===== config.mk =====
export PLATFORM = sky130hd
export DESIGN_NAME = bounded_deque_with_search_top_flat
export DESIGN_NICKNAME = d
export VERILOG_FILES = /design/src/hw/rtl/bdws_pkg.sv /design/src/hw/rtl/bdws_ifs.sv /design/src/hw/rtl/bounded_deque_with_search_top.sv /design/src/hw/rtl/bdws_ram.sv /design/src/hw/rtl/bdws_ctrl.sv /design/src/hw/rtl/bdws_dp.sv /design/src/flat_wrapper.sv
export SDC_FILE = /design/constraint.sdc
export NUM_CORES = 1
export LEC_CHECK = 0
export ABC_AREA = 0
export BUFFER_PORTS_ARGS = -buffer_cell sky130_fd_sc_hd__clkbuf_2
export CAP_MARGIN = 20
export CORE_AREA = 2 2 292 366
export CTS_BUF_LIST = sky130_fd_sc_hd__clkbuf_4
export DETAILED_ROUTE_END_ITERATION = 8
export DIE_AREA = 0 0 294 368
export PLACE_DENSITY = 0.44
export SYNTH_ARGS = -nofsm -noshare
export SYNTH_HDL_FRONTEND = slang
export SYNTH_HIERARCHICAL = 1
export SYNTH_SLANG_ARGS = --single-unit

===== constraint.sdc =====
create_clock -name clk -period 12.25 [get_ports clk]
set_input_delay 0.6125 -clock clk [delete_from_list [all_inputs] [get_ports clk]]
set_output_delay 0.6125 -clock clk [all_outputs]
set_load 0.02 [all_outputs]

===== src/hw/rtl/bdws_pkg.sv =====
package bdws_pkg;

    localparam int unsigned DEPTH  = 16;
    localparam int unsigned ADDR_W = $clog2(DEPTH);
    localparam int unsigned CNT_W  = $clog2(DEPTH + 1);
    localparam int unsigned CAP_W  = 5;
    localparam int unsigned EC_W   = (CAP_W > CNT_W) ? CAP_W : CNT_W;
    localparam int unsigned VAL_W  = 32;
    localparam int unsigned KIND_W = 3;

    localparam logic [CAP_W-1:0] CAP_RESET = CAP_W'(16);

    localparam logic [KIND_W-1:0] KIND_PUSH_FRONT = 3'd0;
    localparam logic [KIND_W-1:0] KIND_PUSH_BACK  = 3'd1;
    localparam logic [KIND_W-1:0] KIND_POP_BACK   = 3'd2;
    localparam logic [KIND_W-1:0] KIND_POP_FRONT  = 3'd3;
    localparam logic [KIND_W-1:0] KIND_SEARCH     = 3'd4;

    // controller to datapath
    typedef struct packed {
        logic take;
        logic grab;
        logic scan;
        logic finish;
    } cmd_t;

    // datapath to controller
    typedef struct packed {
        logic req_valid;
        logic req_pop_read;
        logic req_search;
        logic scan_done;
        logic out_free;
    } stat_t;

    // circular position base + off, with off below DEPTH
    function automatic logic [ADDR_W-1:0] slot_of(
        input logic [ADDR_W-1:0] base,
        input logic [CNT_W-1:0]  off
    );
        logic [CNT_W:0] sum;
        sum = (CNT_W + 1)'(base) + (CNT_W + 1)'(off);
        if (sum >= (CNT_W + 1)'(DEPTH))
        begin
            sum = sum - (CNT_W + 1)'(DEPTH);
        end
        return sum[ADDR_W-1:0];
    endfunction

endpackage


===== src/hw/rtl/bdws_ifs.sv =====
interface bdws_req_if;
    logic                              valid;
    logic                              ready;
    logic [bdws_pkg::KIND_W-1:0]       kind;
    logic signed [bdws_pkg::VAL_W-1:0] value;

    modport source (output valid, output kind, output value, input ready);
    modport sink   (input valid, input kind, input value, output ready);
endinterface

interface bdws_rsp_if;
    logic                              valid;
    logic                              ready;
    logic signed [bdws_pkg::VAL_W-1:0] data;
    logic                              found;
    logic                              error;
    logic [bdws_pkg::CAP_W-1:0]        count;
    logic                              is_empty;
    logic                              is_full;

    modport source (output valid, output data, output found, output error,
                    output count, output is_empty, output is_full, input ready);
    modport sink   (input valid, input data, input found, input error,
                    input count, input is_empty, input is_full, output ready);
endinterface

interface bdws_cfg_if;
    logic                       valid;
    logic                       ready;
    logic [bdws_pkg::CAP_W-1:0] capacity;

    modport source (output valid, output capacity, input ready);
    modport sink   (input valid, input capacity, output ready);
endinterface


===== src/hw/rtl/bounded_deque_with_search_top.sv =====
// push, pop front, unused kinds and a pop back on an empty list go from the transfer straight to the done state;
// any other pop back passes the read state first (one registered read of the entry store)
// search: the scan state compares one entry per cycle and stops at a match or after the last entry
// a new request is taken only in the idle state, after the previous result is loaded for the receiver;
// a result not yet taken by the receiver holds the next result and the request after it
// reset: asynchronous active low; list empty, head at 0, capacity 16, no result pending
module bounded_deque_with_search_top (
    input  logic       clk,
    input  logic       rst_n,
    bdws_req_if.sink   req,
    bdws_rsp_if.source rsp,
    bdws_cfg_if.sink   cfg
);

    bdws_pkg::cmd_t  cmd;
    bdws_pkg::stat_t stat;

    bdws_ctrl u_ctrl (
        .clk   (clk),
        .rst_n (rst_n),
        .stat  (stat),
        .cmd   (cmd)
    );

    bdws_dp u_dp (
        .clk   (clk),
        .rst_n (rst_n),
        .req   (req),
        .rsp   (rsp),
        .cfg   (cfg),
        .cmd   (cmd),
        .stat  (stat)
    );

endmodule


===== src/hw/rtl/bdws_ram.sv =====
module bdws_ram #(
    parameter int unsigned WIDTH = 32,
    parameter int unsigned DEPTH = 16
) (
    input  logic                     clk,
    input  logic                     we,
    input  logic [$clog2(DEPTH)-1:0] waddr,
    input  logic [WIDTH-1:0]         wdata,
    input  logic [$clog2(DEPTH)-1:0] raddr,
    output logic [WIDTH-1:0]         rdata
);

    logic [WIDTH-1:0] mem [DEPTH];
    logic [WIDTH-1:0] rdata_reg;

    always_ff @(posedge clk)
    begin
        if (we)
        begin
            mem[waddr] <= wdata;
        end
        rdata_reg <= mem[raddr];
    end

    assign rdata = rdata_reg;

endmodule


===== src/hw/rtl/bdws_ctrl.sv =====
module bdws_ctrl (
    input  logic                clk,
    input  logic                rst_n,
    input  bdws_pkg::stat_t     stat,
    output bdws_pkg::cmd_t      cmd
);

    typedef enum logic [3:0] {
        ST_IDLE = 4'b0001,
        ST_READ = 4'b0010,
        ST_SCAN = 4'b0100,
        ST_DONE = 4'b1000
    } state_t;

    state_t state_reg;
    state_t state_next;

    always_comb
    begin
        state_next = state_reg;
        cmd        = '0;
        unique case (state_reg)
            ST_IDLE:
            begin
                cmd.take = 1'b1;
                if (stat.req_valid)
                begin
                    priority if (stat.req_pop_read)
                    begin
                        state_next = ST_READ;
                    end
                    else if (stat.req_search)
                    begin
                        state_next = ST_SCAN;
                    end
                    else
                    begin
                        state_next = ST_DONE;
                    end
                end
            end
            ST_READ:
            begin
                cmd.grab   = 1'b1;
                state_next = ST_DONE;
            end
            ST_SCAN:
            begin
                cmd.scan = 1'b1;
                if (stat.scan_done)
                begin
                    state_next = ST_DONE;
                end
            end
            ST_DONE:
            begin
                // wait until the output register can take the result
                cmd.finish = stat.out_free;
                if (stat.out_free)
                begin
                    state_next = ST_IDLE;
                end
            end
            default:
            begin
                state_next = ST_IDLE;
            end
        endcase
    end

    always_ff @(posedge clk or negedge rst_n)
    begin
        if (!rst_n)
        begin
            state_reg <= ST_IDLE;
        end
        else
        begin
            state_reg <= state_next;
        end
    end

endmodule


===== src/hw/rtl/bdws_dp.sv =====
module bdws_dp (
    input  logic                clk,
    input  logic                rst_n,
    bdws_req_if.sink            req,
    bdws_rsp_if.source          rsp,
    bdws_cfg_if.sink            cfg,
    input  bdws_pkg::cmd_t      cmd,
    output bdws_pkg::stat_t     stat
);

    localparam int unsigned ADDR_W = bdws_pkg::ADDR_W;
    localparam int unsigned CNT_W  = bdws_pkg::CNT_W;
    localparam int unsigned EC_W   = bdws_pkg::EC_W;
    localparam int unsigned VAL_W  = bdws_pkg::VAL_W;
    localparam int unsigned CAP_W  = bdws_pkg::CAP_W;

    logic [CAP_W-1:0]  capacity_reg;
    logic [ADDR_W-1:0] head_reg,      head_next;
    logic [CNT_W-1:0]  count_reg,     count_next;
    logic [CNT_W-1:0]  idx_reg,       idx_next;
    logic              cmp_valid_reg, cmp_valid_next;
    logic [VAL_W-1:0]  value_reg,     value_next;
    logic [VAL_W-1:0]  pend_data_reg, pend_data_next;
    logic              pend_found_reg, pend_found_next;
    logic              pend_error_reg, pend_error_next;
    logic              rsp_valid_reg, rsp_valid_next;
    logic [VAL_W-1:0]  rsp_data_reg;
    logic              rsp_found_reg;
    logic              rsp_error_reg;
    logic [CAP_W-1:0]  rsp_count_reg;
    logic              rsp_empty_reg;
    logic              rsp_full_reg;

    logic              accept;
    logic              is_empty;
    logic              is_full;
    logic [EC_W-1:0]   cap_ext;
    logic [EC_W-1:0]   eff_cap;
    logic              issue;
    logic              match;
    logic              ram_we;
    logic [ADDR_W-1:0] ram_waddr;
    logic [ADDR_W-1:0] ram_raddr;
    logic [VAL_W-1:0]  ram_rdata;

    assign accept  = req.valid && cmd.take;
    assign cap_ext = EC_W'(capacity_reg);

    // zero acts as one, anything above the depth acts as the depth
    always_comb
    begin
        priority if (cap_ext == '0)
        begin
            eff_cap = EC_W'(1);
        end
        else if (cap_ext > EC_W'(bdws_pkg::DEPTH))
        begin
            eff_cap = EC_W'(bdws_pkg::DEPTH);
        end
        else
        begin
            eff_cap = cap_ext;
        end
    end

    assign is_empty = (count_reg == '0);
    assign is_full  = (EC_W'(count_reg) >= eff_cap);

    assign issue = (idx_reg < count_reg);
    assign match = cmp_valid_reg && (ram_rdata == value_reg);

    always_comb
    begin
        head_next       = head_reg;
        count_next      = count_reg;
        idx_next        = idx_reg;
        cmp_valid_next  = cmp_valid_reg;
        value_next      = value_reg;
        pend_data_next  = pend_data_reg;
        pend_found_next = pend_found_reg;
        pend_error_next = pend_error_reg;
        ram_we          = 1'b0;
        ram_waddr       = head_reg;
        ram_raddr       = bdws_pkg::slot_of(head_reg, idx_reg);

        if (accept)
        begin
            value_next      = req.value;
            idx_next        = '0;
            cmp_valid_next  = 1'b0;
            pend_data_next  = '0;
            pend_found_next = 1'b0;
            pend_error_next = 1'b0;
            unique case (req.kind)
                bdws_pkg::KIND_PUSH_FRONT:
                begin
                    if (is_full)
                    begin
                        pend_error_next = 1'b1;
                    end
                    else
                    begin
                        head_next  = (head_reg == '0) ? ADDR_W'(bdws_pkg::DEPTH - 1)
                                                      : head_reg - ADDR_W'(1);
                        ram_we     = 1'b1;
                        ram_waddr  = head_next;
                        count_next = count_reg + CNT_W'(1);
                    end
                end
                bdws_pkg::KIND_PUSH_BACK:
                begin
                    if (is_full)
                    begin
                        pend_error_next = 1'b1;
                    end
                    else
                    begin
                        ram_we     = 1'b1;
                        ram_waddr  = bdws_pkg::slot_of(head_reg, count_reg);
                        count_next = count_reg + CNT_W'(1);
                    end
                end
                bdws_pkg::KIND_POP_BACK:
                begin
                    if (is_empty)
                    begin
                        pend_error_next = 1'b1;
                        pend_data_next  = '1;
                    end
                    else
                    begin
                        count_next = count_reg - CNT_W'(1);
                        ram_raddr  = bdws_pkg::slot_of(head_reg, count_next);
                    end
                end
                bdws_pkg::KIND_POP_FRONT:
                begin
                    if (is_empty)
                    begin
                        pend_error_next = 1'b1;
                    end
                    else
                    begin
                        head_next  = bdws_pkg::slot_of(head_reg, CNT_W'(1));
                        count_next = count_reg - CNT_W'(1);
                    end
                end
                default:
                begin
                end
            endcase
        end

        if (cmd.grab)
        begin
            pend_data_next = ram_rdata;
        end

        // one read issued and one compare made per cycle
        if (cmd.scan)
        begin
            cmp_valid_next = issue && !match;
            if (issue)
            begin
                idx_next = idx_reg + CNT_W'(1);
            end
            if (match)
            begin
                pend_found_next = 1'b1;
            end
        end
    end

    always_comb
    begin
        stat.req_valid    = req.valid;
        stat.req_pop_read = (req.kind == bdws_pkg::KIND_POP_BACK) && !is_empty;
        stat.req_search   = (req.kind == bdws_pkg::KIND_SEARCH);
        stat.scan_done    = match || !issue;
        stat.out_free     = !rsp_valid_reg || rsp.ready;
    end

    always_comb
    begin
        rsp_valid_next = rsp_valid_reg;
        if (cmd.finish)
        begin
            rsp_valid_next = 1'b1;
        end
        else if (rsp.ready)
        begin
            rsp_valid_next = 1'b0;
        end
    end

    bdws_ram #(
        .WIDTH (VAL_W),
        .DEPTH (bdws_pkg::DEPTH)
    ) u_ram (
        .clk   (clk),
        .we    (ram_we),
        .waddr (ram_waddr),
        .wdata (value_next),
        .raddr (ram_raddr),
        .rdata (ram_rdata)
    );

    always_ff @(posedge clk or negedge rst_n)
    begin
        if (!rst_n)
        begin
            capacity_reg  <= bdws_pkg::CAP_RESET;
            head_reg      <= '0;
            count_reg     <= '0;
            idx_reg       <= '0;
            cmp_valid_reg <= 1'b0;
            rsp_valid_reg <= 1'b0;
        end
        else
        begin
            if (cfg.valid)
            begin
                capacity_reg <= cfg.capacity;
            end
            head_reg      <= head_next;
            count_reg     <= count_next;
            idx_reg       <= idx_next;
            cmp_valid_reg <= cmp_valid_next;
            rsp_valid_reg <= rsp_valid_next;
        end
    end

    always_ff @(posedge clk)
    begin
        value_reg      <= value_next;
        pend_data_reg  <= pend_data_next;
        pend_found_reg <= pend_found_next;
        pend_error_reg <= pend_error_next;
        if (cmd.finish)
        begin
            rsp_data_reg  <= pend_data_reg;
            rsp_found_reg <= pend_found_reg;
            rsp_error_reg <= pend_error_reg;
            rsp_count_reg <= CAP_W'(count_reg);
            rsp_empty_reg <= is_empty;
            rsp_full_reg  <= is_full;
        end
    end

    assign req.ready    = cmd.take;
    assign cfg.ready    = 1'b1;
    assign rsp.valid    = rsp_valid_reg;
    assign rsp.data     = rsp_data_reg;
    assign rsp.found    = rsp_found_reg;
    assign rsp.error    = rsp_error_reg;
    assign rsp.count    = rsp_count_reg;
    assign rsp.is_empty = rsp_empty_reg;
    assign rsp.is_full  = rsp_full_reg;

`ifndef SYNTHESIS
    a_count_bound: assert property (@(posedge clk) disable iff (!rst_n)
        count_reg <= CNT_W'(bdws_pkg::DEPTH))
        else $error("held count above depth");

    a_count_only_on_accept: assert property (@(posedge clk) disable iff (!rst_n)
        !accept |=> $stable(count_reg) && $stable(head_reg))
        else $error("list state moved without an accepted request");

    a_finish_needs_room: assert property (@(posedge clk) disable iff (!rst_n)
        cmd.finish |-> (!rsp_valid_reg || rsp.ready))
        else $error("result loaded over an untaken result");

    a_no_write_when_full: assert property (@(posedge clk) disable iff (!rst_n)
        ram_we |-> !is_full && accept)
        else $error("entry written on a full list");
`endif

endmodule

===== src/flat_wrapper.sv =====
// flat-port wrapper written by rule: the top's interface ports become plain ports
module bounded_deque_with_search_top_flat 
  (clk, rst_n, req_valid, req_kind, req_value, req_ready, rsp_valid, rsp_data, rsp_found, rsp_error, rsp_count, rsp_is_empty, rsp_is_full, rsp_ready, cfg_valid, cfg_capacity, cfg_ready);
  bdws_req_if req_i ();
  bdws_rsp_if rsp_i ();
  bdws_cfg_if cfg_i ();
  input  logic clk;
  input  logic rst_n;
  input wire logic [$bits(req_i.valid)-1:0] req_valid;
  input wire logic [$bits(req_i.kind)-1:0] req_kind;
  input wire logic [$bits(req_i.value)-1:0] req_value;
  output wire logic [$bits(req_i.ready)-1:0] req_ready;
  output wire logic [$bits(rsp_i.valid)-1:0] rsp_valid;
  output wire logic [$bits(rsp_i.data)-1:0] rsp_data;
  output wire logic [$bits(rsp_i.found)-1:0] rsp_found;
  output wire logic [$bits(rsp_i.error)-1:0] rsp_error;
  output wire logic [$bits(rsp_i.count)-1:0] rsp_count;
  output wire logic [$bits(rsp_i.is_empty)-1:0] rsp_is_empty;
  output wire logic [$bits(rsp_i.is_full)-1:0] rsp_is_full;
  input wire logic [$bits(rsp_i.ready)-1:0] rsp_ready;
  input wire logic [$bits(cfg_i.valid)-1:0] cfg_valid;
  input wire logic [$bits(cfg_i.capacity)-1:0] cfg_capacity;
  output wire logic [$bits(cfg_i.ready)-1:0] cfg_ready;
  assign req_i.valid = req_valid;
  assign req_i.kind = req_kind;
  assign req_i.value = req_value;
  assign req_ready = req_i.ready;
  assign rsp_valid = rsp_i.valid;
  assign rsp_data = rsp_i.data;
  assign rsp_found = rsp_i.found;
  assign rsp_error = rsp_i.error;
  assign rsp_count = rsp_i.count;
  assign rsp_is_empty = rsp_i.is_empty;
  assign rsp_is_full = rsp_i.is_full;
  assign rsp_i.ready = rsp_ready;
  assign cfg_i.valid = cfg_valid;
  assign cfg_i.capacity = cfg_capacity;
  assign cfg_ready = cfg_i.ready;
  bounded_deque_with_search_top u_core (.clk(clk), .rst_n(rst_n), .req(req_i), .rsp(rsp_i), .cfg(cfg_i));
endmodule

==> After elaboration in Yosys (flattened, before gate mapping) <==
Memories as Yosys holds them, arrays and structs flattened. A register that Yosys moved wholly into a read port is not among the register bits.
Index checks and enable logic that the tools add are counted.
{ "op_classes": {"order_cmp": 7, "n_addsub": 12, "n_reduce_logical": 24, "n_mux": 52, "eq_ne": 15} }
{ "ops": {"columns": ["cell", "n"], "rows": [
  ["32-bit two-way mux", 5],
  ["4-bit two-way mux", 17],
  ["5-bit two-way mux", 7],
  ["32-bit == test", 1],
  ["4-bit by 1-bit subtractor with 4-bit output (second input constant)", 5],
  ["4-bit by 5-bit adder with 6-bit output", 3],
  ["6-bit by 5-bit >= comparator with 1-bit output (second input constant)", 3],
  ["1-bit two-way mux", 18],
  ["4-bit one-hot mux with 2 select lines", 2],
  ["4-bit one-hot mux with 4 select lines", 1],
  ["5-bit by 1-bit adder with 5-bit output (second input constant)", 2],
  ["5-bit zero test", 2],
  ["2-bit != test (second input constant)", 5],
  ["5-bit one-hot mux with 2 select lines", 1],
  ["2-bit nonzero test", 5],
  ["3-bit by 2-bit == test with 1-bit output (second input constant)", 2],
  ["3-bit AND reduction", 2],
  ["4-bit by 1-bit adder with 5-bit output (second input constant)", 1],
  ["5-bit >= comparator", 1],
  ["5-bit >= comparator (second input constant)", 1],
  ["5-bit greater-than comparator (second input constant)", 1],
  ["5-bit less-than comparator", 1],
  ["5-bit by 1-bit subtractor with 5-bit output (second input constant)", 1],
  ["4-bit by 1-bit == test with 1-bit output (second input constant)", 1],
  ["other kinds (14)", 22]
]} }
{ "word_totals": {"ram_bits": 512, "register_bits": 132, "out_inout_bits": 44, "wordCells": 128, "memories": 1} }
{ "memory_table": {"columns": ["name", "words", "word_bits", "rd", "rd_clocked_by_memory_dff", "wr", "line", "source"], "rows": [
  ["u_core.u_dp.u_ram.mem", 16, 32, 1, 1, 1, "bdws_ram.sv:13", "logic [WIDTH-1:0] mem [DEPTH];"]
]} }

==> Logic depth before layout (Yosys ltp) <==
{ "depth": {"depth_word": 9, "depth_mapped": 14, "ltp_nobuf": 12} }

==> Modules after synthesis <==
Netlist, hierarchy kept.
{ "modules_own_cells": {"columns": ["module", "cells_each", "seq_area_each_um2", "area_per_inst_um2", "instances"], "rows": [
  ["bdws_ram", 838, 16015.4, 19835.3, 1],
  ["bdws_dp", 498, 3409.5, 5943.2, 1],
  ["bdws_ctrl", 25, 101.3, 285.3, 1]
]} }

==> Least setup slack after synthesis <==
No wires, ideal clock.
{ "synth_timing": {"kind": "reg2reg", "from": "register u_core.u_ctrl.state_reg[0]", "to": "memory u_core.u_dp.u_ram.mem[0][0] (enable)", "path_stages_with_launch": 10, "n_path_buf": 1, "path_slack_ns": 7.089, "synth_period_minus_slack_ns": 5.161, "t_arrival_ns": 4.700, "path_cell_list": "dfstp_2 -> nor4b_2 -> nand3b_1 -> nor2_1 -> o211ai_1 -> clkbuf_1 -> o21ai_0 -> o311ai_0 -> or3b_2 -> nor3_1"} }
{ "synth_lines": {"columns": ["element", "line", "source"], "rows": [
  ["start: declaration", "bdws_ctrl.sv:15", "state_t state_reg;"],
  ["start signal: assignment", "bdws_ctrl.sv:79", "state_reg <= state_next;"],
  ["end: declaration", "bdws_ram.sv:13", null]
]} }

==> Worst setup path after layout <==
{ "layout_timing": {"from": "register u_core.u_ctrl.state_reg[0]", "to": "register u_core.u_dp.u_ram.rdata_reg[10] (netlist: u_core/u_dp/u_ram/rdata[10]) (read register of u_core.u_dp.u_ram.mem)"} }
{ "layout_via": {"elab_chain_cells": 4} }
{ "layout_rtl": {"columns": ["element", "line", "source"], "rows": [
  ["4-bit by 1-bit == test with 1-bit output", "bdws_ctrl.sv:22", "unique case (state_reg)"],
  ["1-bit two-way mux", "bdws_ctrl.sv:22", null],
  ["1-bit logical AND", "bdws_dp.sv:46", "assign accept = req.valid && cmd.take;"],
  ["4-bit two-way mux", "bdws_dp.sv:86", "if (accept)"],
  ["net u_core.u_dp.ram_raddr[0]", "bdws_dp.sv:43", "logic [ADDR_W-1:0] ram_raddr;"],
  ["end: declaration", "bdws_ram.sv:14", "logic [WIDTH-1:0] rdata_reg;"]
]} }
The timed path passes the listed nets, and every way through them passes these cells.
A chain may end at the register's enable or synchronous reset.

==> summary.txt <==
Synth
  • Post-synth top cells: 586 x edfxtp_1, 128 x mux4_2, 123 x nand2_1
  • Syn Nets: 1433
  • Synth Instances: 1361
  • Number of synthesized register bits: 676
  • Distinct cells, synth: 72
  • Post-synth EDFFs: 586
  • Top-count cell post-synth: edfxtp_1
  • Synth async-reset ratio: 3.70%
  • Synth top area cells: edfxtp_1 68%, mux4_2 11%, dfxtp_1 5.0%
  • Post-Syn Area: 26100 um^2
  • Syn_area_per_cell: 19.2 um^2
  • Area share of the largest cell type after synthesis: 67.5%
  • Synth Warn #: 6
  • Largest area contributor in the netlist: edfxtp_1
  • Ys flop type: edfxtp_1
  • Sequential area share after synthesis: 74.9%

GRT
  • Global-route wire length before repair: 103 mm
  • Initial antenna violation count: 3
  • GR Util All Layers: 13.2%
  • Congestion Overflow GR: 0
  • Vias in the first global route: 15000
  • Largest net degree at the start of global routing: 64

Worst setup path
  • CP max stage cell: mux2_8
  • Max incr delay on CP: 0.83 ns
  • Crit Path Category: reg2reg
  • Max FO, Critical Path: 55
  • Flop-to-flop setup slack: 7.05 ns
  • Reg2Reg Depth: 10
  • CP dominant cell by count: nand2_1
  • CP arrival: 6.04 ns
  • R2r startpoint: u_core/u_ctrl/state_reg[0]
  • Worst path cell trace: nor4b_2 > nand2_1 > inv_2 > buf_4 > nand2_1 > mux2_8 > buf_4 > mux4_2 > a22oi_1 > nand2_1
  • Reg2reg end: u_core/u_dp/u_ram/rdata[10]
  • Setup crit end kind: flip-flop
  • Startpoint class of the critical path: flip-flop
  • Worst path required time: 13.10 ns

Power and ir drop
  • Worst vdd ir: 0.150 mV
  • Power Total: 7.33 mW
  • Leak: 10.5 nW
  • PD cells: 236 nW/um^2

Route
  • Via count: 13900
  • DRC: 0
  • WL/cell: 22.6 um
  • Met2 wire len: 33.8 mm
  • Initial DRC count: 1136
  • DR pass1 iterations: 6
  • Met3 Routed Length: 3.99 mm
  • DRT antenna net count: 0
  • Met1 Wirelength: 31.5 mm
  • WL final: 70.8 mm
  • Vias per cell: 4.43
  • DR top layer: met5

Timing
  • Finish-stage setup viols: 0
  • Slew HR: 31.3%
  • Max Slew Vio Count: 0
  • Upper clock frequency limit: 192 MHz
  • Fin. Hold Viols: 0
  • RSZ-0062 raised after global routing: false
  • Period minus WS final: 5.20 ns
  • WHS: 0.132 ns
  • Worst slew pin tran: 1.03 ns
  • Fin Setup TNS: 0 ns
  • Period utilisation layout: 42.4%
  • Clock Skew: 0.0527 ns

Clocking
  • Post-cts sizing count: 0
  • Post-CTS setup buffer count: 0
  • Num CTS Buffers: 183
  • TritonCTS clock tree: done
  • Clk buf depth: 3
  • Hold_buf cts: 28
  • Clock root buffer master: clkbuf_4
  • Clk slew on worst S/H paths: 0.07 ns
  • # clock sinks: 676
  • CTS HTree Levels: 4
  • Worst skew pair latency: 0.99 ns

Placed design
  • Post-DP Area: 28300 um^2
  • Detail Placement HPWL: 37.5 mm
  • Number of port buffers: 87
  • GPL Wtd Cong: 0.724

Floorplanning
  • IO Count: 89
  • Rows: 133
  • DIE AREA: 108000 um^2
  • Starting Density: 24.9%
  • Die height: 368 um
  • Core Area: 105000 um^2
  • Chip width: 294 um

Hold path
  • HP Start: req_value[25]
  • Hold path endpoint: u_core/u_dp/value_reg[25]
  • WHS Path Cells: 2
  • Min-Delay Path Class: in2reg

Status
  • Status: finished clean

Layout
  • Fraction of layout cells with a size suffix above 1: 34.8%
  • Largest register by flop count: u_core/u_dp/u_ram/mem
  • Fillers: 10400
  • Final core utilization: 29.6%
  • Area added between synthesis and finish: 18.9%
  • Max reg flops: 512
  • Nets@finish: 1700
  • Post-route design area: 31000 um^2

Job
  • Max_cap viols: 0
==> final cells by class <==
class / count / area [um^2] / share of cell area [%]
Clock inverter: 59 / 323 / 1.04
Inverter: 24 / 90.1 / 0.291
Tap cell: 1350 / 1690 / 5.45
Timing Repair Buffer: 145 / 941 / 3.04
Multi-Input combinational cell: 598 / 6310 / 20.4
Clock buffer: 281 / 2110 / 6.81
Sequential cell: 676 / 19500 / 63.0
Antenna cell: 2 / 5.00 / 0.0161
==> cell usage in the layout (no fill, tap or decap), types with 3 or more instances in the layout <==
| cell type | count |
|---|---|
| a21o_1 | 6 |
| a21oi_1 | 13 |
| a22oi_1 | 64 |
| buf_4 | 30 |
| clkbuf_2 | 87 |
| clkbuf_4 | 281 |
| clkinv_1 | 41 |
| clkinv_2 | 5 |
| clkinv_4 | 5 |
| dfrtp_1 | 23 |
| dfxtp_1 | 65 |
| dlygate4sd3_1 | 28 |
| edfxtp_1 | 586 |
| fa_1 | 3 |
| ha_1 | 24 |
| inv_1 | 23 |
| inv_2 | 3 |
| mux2_2 | 37 |
| mux2i_1 | 4 |
| mux4_2 | 128 |
| nand2_1 | 123 |
| nand2b_1 | 7 |
| nand3_1 | 6 |
| nand3b_1 | 5 |
| nand4_1 | 10 |
| nor2_1 | 16 |
| nor2_4 | 13 |
| nor3_1 | 10 |
| nor3_2 | 4 |
| o211ai_1 | 6 |
| o21ai_0 | 13 |
| or3b_2 | 3 |
| xnor2_1 | 42 |
| xor2_1 | 4 |
==> routing by layer <==
layer / GRT usage, % / up-vias
met5: 0 / -
met2: 21.1 / 418
met4: 4.84 / 2
met3: 3.43 / 109
met1: 17.4 / 7243
li1: - / 6120
==> cell families (layout without fill, tap and decap cells) <==
| group | Yosys count | in the layout | share of synthesized area (%) |
|---|---|---|---|
| xor+xnor | 46 | 46 | 1.55 |
| simple gates | 222 | 222 | 4.06 |
| other cells | 1 | 3 | 0.0144 |
| fa+ha+maj | 27 | 27 | 1.38 |
| compound gates | 132 | 132 | 3.70 |
| buf+inv | 87 | 509 | 1.53 |
| flops | 676 | 676 | 74.9 |
| mux | 170 | 170 | 12.9 |
==> critical path: cells and delay by family, from the launching register on <==
kind | cells | cell delay (ns)
buf+inv | 3 | 1.52
mux | 2 | 1.44
compound gates | 1 | 0.21
flops | 1 | 0.59
simple gates | 4 | 1.19
==> how the worst max path moves through the flow <==
| stage | to | cells after the start | slack [ns] | startpoint |
|---|---|---|---|---|
| 4_1_cts | u_core/u_dp/u_ram/rdata[10] | 10 | 6.92 | u_core/u_ctrl/state_reg[0] |
| 5_1_grt | u_core/u_dp/u_ram/rdata[20] | 10 | 6.57 | u_core/u_ctrl/state_reg[0] |
| 3_5_place_dp | u_core/u_dp/u_ram/rdata[14] | 10 | 6.98 | u_core/u_ctrl/state_reg[0] |
| 6_report | u_core/u_dp/u_ram/rdata[10] | 10 | 7.05 | u_core/u_ctrl/state_reg[0] |
| 2_1_floorplan | u_core/u_dp/u_ram/mem[0][0] | 9 | 7.09 | u_core/u_ctrl/state_reg[0] |
| 3_3_place_gp | u_core/u_dp/u_ram/rdata[12] | 10 | 7.10 | u_core/u_ctrl/state_reg[0] |
==> through the flow <==
stage                     cells  setup slack, ns
after floorplan            1361             7.09
after global placement     2765             7.10
after detailed placement   2765             6.98
after CTS                  3133             6.92
after global routing       3134             6.57
final                      3135             7.05
==> power by group <==
part	internal, mW	switching, mW
logic	0.842	1.24
clock network	1.09	0.949
registers	3.04	0.163
total	4.97	2.35
Power figures use the tool's default switching activity.
